===== src/rtl/vpu_pkg.sv =====
// Shared types and widths for the Verlet particle update block.
// Used by the multiplier, the iterative square root / divider and the top level.
`default_nettype none

package vpu_pkg;

    // Signed operand width of the shared multiplier, and its product width
    localparam int MUL_W  = 33;
    localparam int PROD_W = 2 * MUL_W;

    // Iterative unit: operand and result widths
    localparam int ISD_NUM_W = 64;
    localparam int ISD_RES_W = 32;
    localparam int ISD_REM_W = 36;

    typedef enum logic {
        ISD_SQRT,
        ISD_DIV
    } isd_op_t;

    // Request to the iterative unit; operands are sampled when start is high
    typedef struct packed {
        logic                   start;
        isd_op_t                op;
        logic [ISD_NUM_W-1:0]   num;
        logic [ISD_RES_W-1:0]   den;
    } isd_req_t;

    // Response: done pulses for one cycle with the result
    typedef struct packed {
        logic                   done;
        logic [ISD_RES_W-1:0]   result;
    } isd_rsp_t;

endpackage

`default_nettype wire


===== src/rtl/vpu_mul.sv =====
// Shared signed multiplier with a registered product.
// Depends on vpu_pkg for the operand and product widths.
`default_nettype none

module vpu_mul (
    input  wire logic                                clk,
    input  wire logic signed [vpu_pkg::MUL_W-1:0]    op_a,
    input  wire logic signed [vpu_pkg::MUL_W-1:0]    op_b,
    output logic signed      [vpu_pkg::PROD_W-1:0]   prod
);

    logic signed [vpu_pkg::PROD_W-1:0] prod_reg;

    // Register the product; the sequencer reads it in the cycle after issue
    always_ff @(posedge clk)
    begin
        prod_reg <= op_a * op_b;
    end

    assign prod = prod_reg;

endmodule

`default_nettype wire


===== config.mk =====
export PLATFORM = sky130hd
export DESIGN_NAME = vpu_mul
export DESIGN_NICKNAME = d
export VERILOG_FILES = /design/src/rtl/vpu_pkg.sv /design/src/rtl/vpu_mul.sv
export SDC_FILE = /design/constraint.sdc
export NUM_CORES = 2
export LEC_CHECK = 0
export BUFFER_PORTS_ARGS = -buffer_cell sky130_fd_sc_hd__buf_2
export CAP_MARGIN = 20
export CORE_AREA = 3 3 197 391
export DETAILED_ROUTE_END_ITERATION = 8
export DIE_AREA = 0 0 200 394
export PLACE_DENSITY = 0.71
export SLEW_MARGIN = 25
export SYNTH_ARGS = -nofsm -noshare
export SYNTH_HDL_FRONTEND = slang
export SYNTH_SLANG_ARGS = --single-unit

===== constraint.sdc =====
create_clock -name clk -period 11.02 [get_ports clk]
set_input_delay 1.653 -clock clk [delete_from_list [all_inputs] [get_ports clk]]
set_output_delay 1.653 -clock clk [all_outputs]
set_load 0.03 [all_outputs]

## Yosys cells after proc, flatten, opt, wreduce, memory -nomap -nowiden

Cells that the tools add are included.

- $add $sub $neg: 0
- Multiply operators: 1
- Divide/modulo/power cells: 0
- Magnitude comparators: 0
- Eq/ne operators: 0
- Shifts and indexed selects: 0
- Multiplexer cells: 0
- Bitwise operators: 0
- Reduce and logical (&&, ||, !) cells: 0

Operators with widths:

| cell | count |
|---|---|
| multiplier 33 x 33 -> 66 bit | 1 |

- Register bits: 66
- Latch bits: 0
- Bits in writable memories: 0
- ROM bits: 0
- Input bits: 67
- Word-level logic and storage cells: 2
- Memories: 0

## Longest topological paths before layout

- Word-level depth: 1
- Mapped depth: 27

## Worst setup path after synthesis

No wires, ideal clock.

- Path type: input to register
- From: input port op_a[32] (netlist name)
- To: register prod_reg (netlist bit prod[62])
- Library setup time: 0.079 ns
- Arrival: 8.810 ns
- Data required time: 10.941 ns
- Slack: 2.131 ns
- Stages: 23
- Path through: clkbuf_1 nand2_1 inv_1 fa_1 fa_1 fa_1 fa_1 fa_1 fa_1 fa_1 inv_1 fa_1 inv_1 ha_1 clkbuf_1 and3_1 nand3_1 nand2b_1 a2111oi_4 a211oi_4 a21o_2 a21o_1 a211oi_2

- Word-level cells in the longest chain between the ends: 1

Ends and longest elaborated chain:

| what | line | text |
|---|---|---|
| start, declared | vpu_mul.sv:7 | `input wire logic signed [vpu_pkg::MUL_W-1:0] op_a,` |
| multiplier 33 x 33 -> 66 bit | vpu_mul.sv:17 | `prod_reg <= op_a * op_b;` |
| end signal, assigned | vpu_mul.sv:17 |  |
| end, declared | vpu_mul.sv:12 | `logic signed [vpu_pkg::PROD_W-1:0] prod_reg;` |

Every way passes these cells.

## Worst setup path in the final report

- From: input port op_b[9] (netlist name)
- To: register prod_reg (netlist bit prod[58])

- Word-level cells in the longest chain between the ends: 1

Ends and longest elaborated chain:

| what | line | text |
|---|---|---|
| start, declared | vpu_mul.sv:8 | `input wire logic signed [vpu_pkg::MUL_W-1:0] op_b,` |
| multiplier 33 x 33 -> 66 bit | vpu_mul.sv:17 |  |

Every way passes these cells.

==> results.ini <==
[global_route]
grt_max_degree = 34
grt_pass1_wl_um = 193000
grt_pass1_vias = 33700
grt_overflow = 0
grt_usage_pct = 33.7
grt_antenna_before_repair = 11

[worst_setup_path]
critPathMaxFanout = 33
path_common_cell = fa_1
end_kind = register
crit_path_max_incr_delay_ps = 780
cp.arrival_ps = 9650
worstPathRequired_ps = 11270
critPathKind = in2reg
crit_chain = buf_2 > nand2_1 > fa_1 > inv_1 > fa_1 > inv_1 > fa_1 > inv_1 > fa_1 > fa_1 > fa_1 > fa_1 > inv_1 > fa_1 > inv_1 > ha_1 > and4_1 > nand3_1 > nand2b_1 > a2111oi_4 > a211oi_4 > a21oi_2 > nor4b_2 > a311oi_1
cp-start-kind = input port
crit_slowest_cell = fa_1

[detailed_routing]
antenna_left = 0
drtIter0Drc = 1739
wl_um = 128000
via_count = 29800
wl_per_cell_um = 24.2
drc_errors = 0
vias_per_cell = 5.64
first_pass_iters = 6

[die]
die_height_um = 394
design.core.area_um2 = 74300
start_util_pct = 54.8
row_count = 141
dieArea_um2 = 78800
fp.dieW_um = 200
pin_count = 133

[synth]
synth_edf_count = 0
async_flop_share_pct = 0
synth.avg_cell_area_um2 = 9.39
syn_inst = 4338
synth_area_um2 = 40700
synth_top_cell_area_share_pct = 56.3
synth_area_leaders = fa_1 56%, inv_1 10%, and2_1 8.6%, ha_1 6.7%, nand2_1 5.1%
yosys.area.top_type = fa_1
yosysSeqAreaShare_pct = 3.24
yosysUniqueCellTypes = 80
yosys_warnings = 0
synth_flop_cell = dfxtp_1
yosys_register_bits = 66
syn_nets = 5767

[cells_and_area]
multi_input_comb_area_um2 = 34300
layout_commonest_cell = fa_1
regArea_um2 = 1320
n_fill_cell = 6705
num-nets-final = 5707
largest_register_ffs = 66
synthToLayoutAreaGrowth_pct = 3.73
layout_common_cells = 1,143 x fa_1, 1,130 x inv_1, 562 x and2_1, 551 x nand2_1, 217 x ha_1
fin_area_um2 = 42300
drive_gt1_share_pct = 4.79

[sta]
slew_headroom_pct = 36.1
period_needed_ps = 9390
hold_violations = 0
slew_violations = 0
fin_setup_tns_ps = 0
timing.fmax_mhz = 106
setup_viol = 0
fin_crit_sh_pct = 85.2
grt_setup_unrepaired = false
worst_pin_slew_ps = 959

[clock_tree]
cts_root_buf = clkbuf_16
cts.sinks = 66
post_cts_buffers = 0
cts.reportedPaths.clkPinSlew_ps = 60
cts-htree-levels = 3
cts_tree = done
numCtsBuffers = 9
cts_buffer_depth = 2
cts_resized = 0
cts_hold_buf = 0

[placed_design]
finalWeightedCongestion = 0.939
placed_area_um2 = 41900
port_buffers = 132
hpwlAfterDp_um = 105000

[hold_path]
min_path_type = in2reg

[status]
status = complete, no violations

[job]
cap_violations = 0

-- final timing paths --
check	from	end	slack, ps	cells after the start
hold / removal	op_b[0]	prod[0]$_DFF_P_	1910	2
setup / recovery	op_b[9]	prod[58]$_DFF_P_	1630	24
-- critical path: cells and delay by family --
family,cells,cell delay (ps)
AOI/OAI and AO/OA,4,980
adders and majority gates,9,4870
buffers and inverters,6,890
and+or+nand+nor,5,1190
-- cells in the mapped netlist, types with 6 or more instances --
master	number
a211o_1	6
a211oi_1	7
a21o_1	36
a21oi_1	57
a31oi_1	8
and2_1	562
buf_2	11
clkbuf_1	208
dfxtp_1	66
fa_1	1145
ha_1	217
inv_1	1131
nand2_1	551
nand2b_1	12
nand3_1	25
nand4_1	11
nor2_1	68
nor3_1	7
o21a_1	6
o21ai_0	25
o21ai_1	6
o21bai_1	11
xnor2_1	43
xor2_1	25
-- area by class of cell --
type	instances	share of cell area [%]
sequential	66	3.13
clock buffer	9	0.533
inverter	1131	10.0
multi-input combinational	2920	81.2
antenna	8	0.0474
clock inverter	7	0.166
timing repair buffer	150	1.88
tap	1001	2.96
-- routing by layer --
| metal | routed length [um] | vias to the layer above | global-route usage [%] | share of wire (%) |
|---|---|---|---|---|
| li1 | - | 12200 | - | - |
| met1 | 34800 | 15500 | 30.9 | 27 |
| met2 | 67200 | 1384 | 59.1 | 52 |
| met3 | 7080 | 702 | 4.74 | 5.5 |
| met4 | 19200 | 4 | 36.6 | 15 |
| met5 | 20 | - | 0 | 0.016 |
-- logic make-up after synthesis --
logic type | Yosys count | share of synthesized area, %
adder cells (fa/ha/maj) | 1362 | 62.9
buffers and inverters | 1352 | 12.5
AND/OR/NAND/NOR | 1271 | 15.8
AO/OA/AOI/OAI | 219 | 4.07
XOR/XNOR | 68 | 1.46
flip-flops | 66 | 3.24
-- through the flow --
| stage | cells | util [%] | hold WS [ps] | setup slack, ps |
|---|---|---|---|---|
| after floorplan | 4338 | - | 1780 | 2130 |
| after detailed placement | 5268 | 56.5 | 2090 | 1200 |
| final | 5292 | 56.9 | 1910 | 1630 |
| after CTS | 5284 | 56.9 | 1880 | 1530 |
| after global routing | 5286 | 56.9 | 1920 | 1300 |
| after global placement | 5268 | 56.5 | 2090 | 1300 |
Power is not shown: default switching activity piles up to over one toggle a cycle in this logic, so the estimate is an artifact.
