$ cat src/rtl/vpu_pkg.sv
// Shared types and widths for the Verlet particle update block.
// Used by the multiplier, the iterative square root / divider and the top level.
`default_nettype none

package vpu_pkg;

    // Signed operand width of the shared multiplier, and its product width
    localparam int MUL_W  = 33;
    localparam int PROD_W = 2 * MUL_W;

    // Iterative unit: operand and result widths
    localparam int ISD_NUM_W = 64;
    localparam int ISD_RES_W = 32;
    localparam int ISD_REM_W = 36;

    typedef enum logic {
        ISD_SQRT,
        ISD_DIV
    } isd_op_t;

    // Request to the iterative unit; operands are sampled when start is high
    typedef struct packed {
        logic                   start;
        isd_op_t                op;
        logic [ISD_NUM_W-1:0]   num;
        logic [ISD_RES_W-1:0]   den;
    } isd_req_t;

    // Response: done pulses for one cycle with the result
    typedef struct packed {
        logic                   done;
        logic [ISD_RES_W-1:0]   result;
    } isd_rsp_t;

endpackage

`default_nettype wire

$ cat src/rtl/vpu_isd.sv
// Iterative unit: floor square root of a 64-bit value or 64/32 division,
// one result bit per cycle through one shared subtractor. Uses vpu_pkg.
`default_nettype none

module vpu_isd (
    input  wire logic              clk,
    input  wire logic              rst_n,
    input  wire vpu_pkg::isd_req_t req,
    output vpu_pkg::isd_rsp_t      rsp
);

    logic [vpu_pkg::ISD_NUM_W-1:0] x_reg;
    logic [vpu_pkg::ISD_REM_W-1:0] rem_reg;
    logic [vpu_pkg::ISD_RES_W-1:0] root_reg;
    logic [vpu_pkg::ISD_RES_W-1:0] den_reg;
    vpu_pkg::isd_op_t              op_reg;
    logic [4:0]                    cnt_reg;
    logic                          busy_reg;
    logic                          done_reg;

    logic [vpu_pkg::ISD_REM_W-1:0] rem_sh;
    logic [vpu_pkg::ISD_REM_W-1:0] trial;
    logic [vpu_pkg::ISD_REM_W:0]   diff;
    logic                          ge;

    // Shift in the next digits and form the trial subtrahend
    always_comb
    begin
        unique case (op_reg)
            vpu_pkg::ISD_SQRT:
            begin
                rem_sh = {rem_reg[vpu_pkg::ISD_REM_W-3:0], x_reg[63:62]};
                trial  = {2'b00, root_reg, 2'b01};
            end
            vpu_pkg::ISD_DIV:
            begin
                rem_sh = {3'b000, rem_reg[31:0], x_reg[63]};
                trial  = {4'b0000, den_reg};
            end
            default:
            begin
                rem_sh = '0;
                trial  = '0;
            end
        endcase
        diff = {1'b0, rem_sh} - {1'b0, trial};
        ge   = ~diff[vpu_pkg::ISD_REM_W];
    end

    // Load on start, then one restoring step per cycle
    always_ff @(posedge clk or negedge rst_n)
    begin
        if (!rst_n)
        begin
            busy_reg <= 1'b0;
            done_reg <= 1'b0;
            cnt_reg  <= '0;
            op_reg   <= vpu_pkg::ISD_SQRT;
            x_reg    <= '0;
            rem_reg  <= '0;
            root_reg <= '0;
            den_reg  <= '0;
        end
        else if (req.start)
        begin
            busy_reg <= 1'b1;
            done_reg <= 1'b0;
            cnt_reg  <= 5'd31;
            op_reg   <= req.op;
            den_reg  <= req.den;
            root_reg <= '0;
            if (req.op == vpu_pkg::ISD_SQRT)
            begin
                x_reg   <= req.num;
                rem_reg <= '0;
            end
            else
            begin
                x_reg   <= {req.num[31:0], 32'd0};
                rem_reg <= {4'b0000, req.num[63:32]};
            end
        end
        else if (busy_reg)
        begin
            rem_reg  <= ge ? diff[vpu_pkg::ISD_REM_W-1:0] : rem_sh;
            root_reg <= {root_reg[vpu_pkg::ISD_RES_W-2:0], ge};
            if (op_reg == vpu_pkg::ISD_SQRT)
                x_reg <= {x_reg[61:0], 2'b00};
            else
                x_reg <= {x_reg[62:0], 1'b0};
            if (cnt_reg == 5'd0)
            begin
                busy_reg <= 1'b0;
                done_reg <= 1'b1;
            end
            else
            begin
                cnt_reg <= cnt_reg - 5'd1;
            end
        end
        else
        begin
            done_reg <= 1'b0;
        end
    end

    assign rsp.done   = done_reg;
    assign rsp.result = root_reg;

endmodule

`default_nettype wire

$ cat config.mk
export PLATFORM = sky130hd
export DESIGN_NAME = vpu_isd
export DESIGN_NICKNAME = d
export VERILOG_FILES = /design/src/rtl/vpu_pkg.sv /design/src/rtl/vpu_isd.sv
export SDC_FILE = /design/constraint.sdc
export NUM_CORES = 1
export LEC_CHECK = 0
export ABC_AREA = 1
export BUFFER_PORTS_ARGS = -buffer_cell sky130_fd_sc_hd__buf_2
export CAP_MARGIN = 20
export CORE_MARGIN = 8
export CORE_UTILIZATION = 44
export CTS_CLUSTER_DIAMETER = 50
export DETAILED_ROUTE_END_ITERATION = 10
export PLACE_DENSITY = 0.72
export REMOVE_ABC_BUFFERS = 1
export SKIP_LAST_GASP = 1
export SLEW_MARGIN = 20
export SYNTH_ARGS = -nofsm -noshare
export SYNTH_HDL_FRONTEND = slang
export SYNTH_SLANG_ARGS = --single-unit
$ cat constraint.sdc
create_clock -name clk -period 6.7 [get_ports clk]
set_input_delay 0.335 -clock clk [delete_from_list [all_inputs] [get_ports clk]]
set_output_delay 0.335 -clock clk [all_outputs]
set_load 0.05 [all_outputs]
# Word-level counts from Yosys, hierarchy flattened
# Index checks and enable logic that the tools add are counted.
dict set report word_totals {
  regBits 170
  in_bits 100
  output_inout_bits 33
  wordCells 38
}
dict set report op_classes {
  add_sub_neg 2
  n_eq_ne 2
  mux 21
  bitwise 2
  reduce_logical 3
}
# operator n
set ops {}
lappend ops {{64-bit two-way mux} 4}
lappend ops {{36-bit one-hot mux with 2 select lines} 2}
lappend ops {{34-bit two-way mux} 3}
lappend ops {{32-bit two-way mux} 3}
lappend ops {{36-bit by 36-bit subtractor with 37-bit output} 1}
lappend ops {{5-bit two-way mux} 3}
lappend ops {{1-bit two-way mux} 6}
lappend ops {{5-bit zero test} 1}
lappend ops {{5-bit by 1-bit subtractor with 5-bit output, second input constant} 1}
lappend ops {{3-bit by 2-bit != test with 1-bit output, second input constant} 1}
lappend ops {{2-bit != test, second input constant} 1}
lappend ops {{1-bit NOT} 2}
lappend ops {{2-bit AND reduction} 1}
lappend ops {{2-bit nonzero test} 1}

# Logic depth before layout (Yosys ltp)
dict set report logic_depth {
  depth_word 6
  mapped_depth 23
  ltp_nobuf 20
}

# Worst setup path before layout
# OpenSTA, ideal clock, no wires.
dict set report synth_timing {
  kind {reg-to-reg}
  startpoint {register op_reg}
  endpoint {register rem_reg[10] in the netlist's numbering}
  setup_ps 117
  arrival_time_ps 2838
  required_ps 6583
  path_slack_ps 3744
  stages_incl_launch_ff 18
  path_buffers 5
  period_less_slack_ps 2956
  cell_sequence {dfrtp_1 buf_2 buf_2 buf_2 buf_1 nand2_1 fa_1 nand3_1 nand3_1 nand4_1 nand3_2 nand2_4 buf_2 nand3_1 nand3_1 nand2_1 nand2_1 nand2_1}
}
dict set report synth_via {
  elab_chain_len 6
  word_cells_on_any_way 7
  classes_between {add/sub (1); mux (5); bitwise (1)}
}
# item line_no
set synth_rtl {}
lappend synth_rtl {{start: declaration} vpu_isd.sv:16} ;# vpu_pkg::isd_op_t op_reg;
lappend synth_rtl {{start signal: assignment} vpu_isd.sv:58} ;# op_reg <= vpu_pkg::ISD_SQRT;
lappend synth_rtl {{start signal: assignment} vpu_isd.sv:69} ;# op_reg <= req.op;
lappend synth_rtl {{1-bit NOT} vpu_isd.sv:29} ;# unique case (op_reg)
lappend synth_rtl {{36-bit one-hot mux with 2 select lines} vpu_isd.sv:29}
lappend synth_rtl {{36-bit by 36-bit subtractor with 37-bit output} vpu_isd.sv:46} ;# diff = {1'b0, rem_sh} - {1'b0, trial};
lappend synth_rtl {{34-bit two-way mux *} vpu_isd.sv:85} ;# rem_reg <= ge ? diff[vpu_pkg::ISD_REM_W-1:0] : rem_sh;
lappend synth_rtl {{34-bit two-way mux *} vpu_isd.sv:83} ;# else if (busy_reg)
lappend synth_rtl {{34-bit two-way mux *} vpu_isd.sv:64} ;# else if (req.start)
lappend synth_rtl {{end signal: assignment} vpu_isd.sv:80} ;# rem_reg <= {4'b0000, req.num[63:32]};
lappend synth_rtl {{end signal: assignment} vpu_isd.sv:85}
lappend synth_rtl {{end: declaration} vpu_isd.sv:13} ;# logic [vpu_pkg::ISD_REM_W-1:0] rem_reg;
# Every way passes the cells marked *; elsewhere a longest branch is shown, timed or not. The select of a mux whose other input is x is not followed.
# A chain may end at the register's enable or synchronous reset.

# Final worst setup path
dict set report layout_timing {
  startpoint {register op_reg}
  endpoint {register rem_reg[1] in the netlist's numbering}
}
# The elaborated chain is that of the path after synthesis.

==> impl_metrics.py <==
metrics = {
    "run_status": {
        "status": "finished with violations",
        "failed_checks": "negative hold slack",
    },
    "power": {
        "max-vdd-ir-drop_mv": 0.174,
        "total_power_mw": 4.77,
        "power.leakage_nw": 7.12,
        "p_per_area_mw_per_mm2": 357,
    },
    "clocking": {
        "cts_inserted_buffers": 17,
        "ctsHoldBuffers": 0,
        "insertion_delay_ns": 0.45,
        "cts.repair.resized": 0,
        "cts_tree": "done",
        "clkTransAtPathRegs_ns": 0.08,
        "post-cts-setup-buffers": 0,
        "htreeDepth": 4,
        "cts_root_buffer": "clkbuf_16",
        "cts_sinks": 170,
        "cts.path.max_buffers": 2,
    },
    "timing": {
        "worstMarginPinSlew_ns": 0.988,
        "hold_viol_final": 13,
        "setup-violations-final": 0,
        "finalSetupTns_ns": 0,
        "whs_ns": -0.0206,
        "fin_worst_skew_ns": 0.0154,
        "maxSlewViolCount": 0,
        "maxSlewHeadroom_pct": 34.2,
        "grt_setup_unrepaired": "false",
        "finalCritPeriodShare_pct": 69.5,
        "fmax_mhz": 215,
        "layout_min_cycle_time_ns": 4.66,
    },
    "place": {
        "gp_congestion": 0.944,
        "io_buffers": 132,
        "hpwl_mm": 26.7,
    },
    "finish": {
        "nFillCells": 2738,
        "area_growth_syn_to_layout_pct": 12.1,
        "drive_gt1_share_pct": 12.2,
        "largest_reg_flops": 64,
        "nNetsFinal": 1983,
    },
    "floorplanning": {
        "initial_utilization_pct": 44.5,
        "die_w_um": 181,
        "die-area_sq_mm": 0.0326,
        "fp.coreArea_sq_mm": 0.0268,
        "fp-row-count": 60,
        "pin_count": 133,
        "die_h_um": 181,
    },
    "worst_setup_path": {
        "crit_path_top_delay_cell": "dfrtp_4",
        "cp_max_fo": 78,
        "crit_path_start_kind": "flip-flop",
        "path_cells": "inv_2, or2_2, o21ai_0, inv_1, ha_1, nand2_1, inv_1, nand2_1, nand3_1, nand2_1, nand2_1, a21oi_4, buf_4, nand2_4, nand2_1, nand3_1, nand2_1, nand2_1, nand2_1",
        "path_delay_family": "simple AND/OR/NAND/NOR gates",
        "crit_type": "reg2reg",
        "required_ns": 7.09,
        "critPathBufInv": 4,
        "cpMostUsedCell": "nand2_1",
        "cp_slowest_stage_delay_ns": 0.93,
        "endpoint_kind": "flip-flop",
        "arrival_ns": 5.04,
    },
    "route": {
        "via_count": 12100,
        "drcViolationCount": 0,
        "first_pass_iters": 7,
        "wirelength_mm": 37.2,
        "drtIter0Drc": 1102,
        "ant_nets": 0,
        "viasPerCell": 5.48,
        "wl_per_cell_um": 16.9,
    },
    "global_routing": {
        "antenna_found_initial": 1,
        "grt_pass1_wl_mm": 60.8,
        "grt_pass1_vias": 11600,
        "grt_overflow_total": 0,
        "grt_max_degree": 96,
        "grt_use_total_pct": 22.6,
    },
    "logic_synthesis": {
        "yosys_register_bits": 170,
        "synth.area.top_cells": "dfrtp_1 36%, nand2_1 15%, inv_1 9.5%",
        "async_reset_ff_share_pct": 100,
        "synth_common_cells": "481 x nand2_1, 301 x inv_1, 170 x dfrtp_1",
        "avgSynthCellArea_sq_um": 6.71,
        "synth.distinct_cells": 44,
        "netlist_instances": 1777,
        "ys_seq_area_share_pct": 35.7,
        "yosysTopAreaCellShare_pct": 35.7,
        "synth_area_leader_cell": "dfrtp_1",
        "ys_warn_count": 0,
        "ys.flop_type": "dfrtp_1",
        "synth_edf_count": 0,
        "synth.most_common_cell": "nand2_1",
        "synth_area_sq_mm": 0.0119,
    },
    "hold_path": {
        "hold_path.class": "in2async",
    },
    "job": {
        "maxCapViolCount": 0,
    },
}
-- per-layer routing --
metal / global-route usage, % / part of all wire (%) / vias up / wire [um]
met5: 0 / 0 / - / 0
met4: 6.68 / 2.0 / 0 / 751
met3: 3.15 / 6.3 / 54 / 2340
met2: 34.9 / 45 / 487 / 16700
met1: 32.5 / 47 / 5656 / 17400
li1: - / - / 5870 / -
-- power breakdown --
| part | internal [mW] | switching [mW] | leakage (nW) |
|---|---|---|---|
| clock | 0.544 | 0.532 | 0.304 |
| combinational | 0.790 | 1.58 | 4.69 |
| sequential | 1.20 | 0.127 | 2.12 |
-- cells in the final DEF, fill, tap and decap left out, types with 10 or more instances in the layout --
| master | instances |
|---|---|
| a21oi_1 | 96 |
| a221oi_1 | 32 |
| a22oi_1 | 27 |
| a31oi_1 | 10 |
| buf_2 | 130 |
| buf_4 | 11 |
| clkbuf_16 | 17 |
| dfrtp_1 | 169 |
| ha_1 | 36 |
| inv_1 | 301 |
| nand2_1 | 480 |
| nand3_1 | 103 |
| nor2_1 | 100 |
| o211ai_1 | 23 |
| o21ai_0 | 165 |
| o22ai_1 | 31 |
| or2_2 | 24 |
| xnor2_1 | 14 |
-- through the flow --
| stage | util, % | cell area (sq um) | std cells | worst slack [ns] | hold WS, ns |
|---|---|---|---|---|---|
| final | 49.8 | 13400 | 2201 | 2.04 | -0.0206 |
| after global routing | 49.8 | 13400 | 2201 | 1.71 | 0.0546 |
| after CTS | 49.7 | 13300 | 2199 | 2.16 | 0.0141 |
| after detailed placement | 47.4 | 12700 | 2167 | 2.19 | 0.480 |
| after global placement | 47.4 | 12700 | 2167 | 2.33 | 0.461 |
| after floorplan | - | 11500 | 1684 | 0.590 | 0.0394 |
-- path summary, 6_finish.rpt --
kind,cells past startpoint,start,end,slack (ns)
max in group asynchronous,2,rst_n,op_reg,5.06
hold reg to reg,2,rem_reg[5],rem_reg[5],0.50
setup / recovery,19,op_reg,rem_reg[1],2.04
min in group clk,3,req[18],den_reg[18],0.09
setup reg to reg,19,op_reg,rem_reg[1],2.04
hold / removal,1,rst_n,x_reg[6],-0.02
-- area by class of cell --
| type | count | area, sq um | area share, % |
|---|---|---|---|
| sequential | 170 | 4260 | 31.9 |
| timing repair buffer | 143 | 764 | 5.73 |
| tap | 341 | 427 | 3.20 |
| antenna | 1 | 2.50 | 0.0187 |
| inverter | 311 | 1170 | 8.75 |
| clock buffer | 17 | 425 | 3.19 |
| clock inverter | 15 | 198 | 1.48 |
| multi-input combinational | 1203 | 6110 | 45.8 |
-- logic make-up after synthesis --
kind of cell / Yosys count / synth area share [%]
DFF: 170 / 35.7
and+or+nand+nor: 754 / 26.5
AOI/OAI and AO/OA: 398 / 19.6
xor gates and xnor gates: 14 / 1.03
adders and majority gates: 37 / 3.95
buffers and inverters: 404 / 13.2
Power figures use the tool's default switching activity.
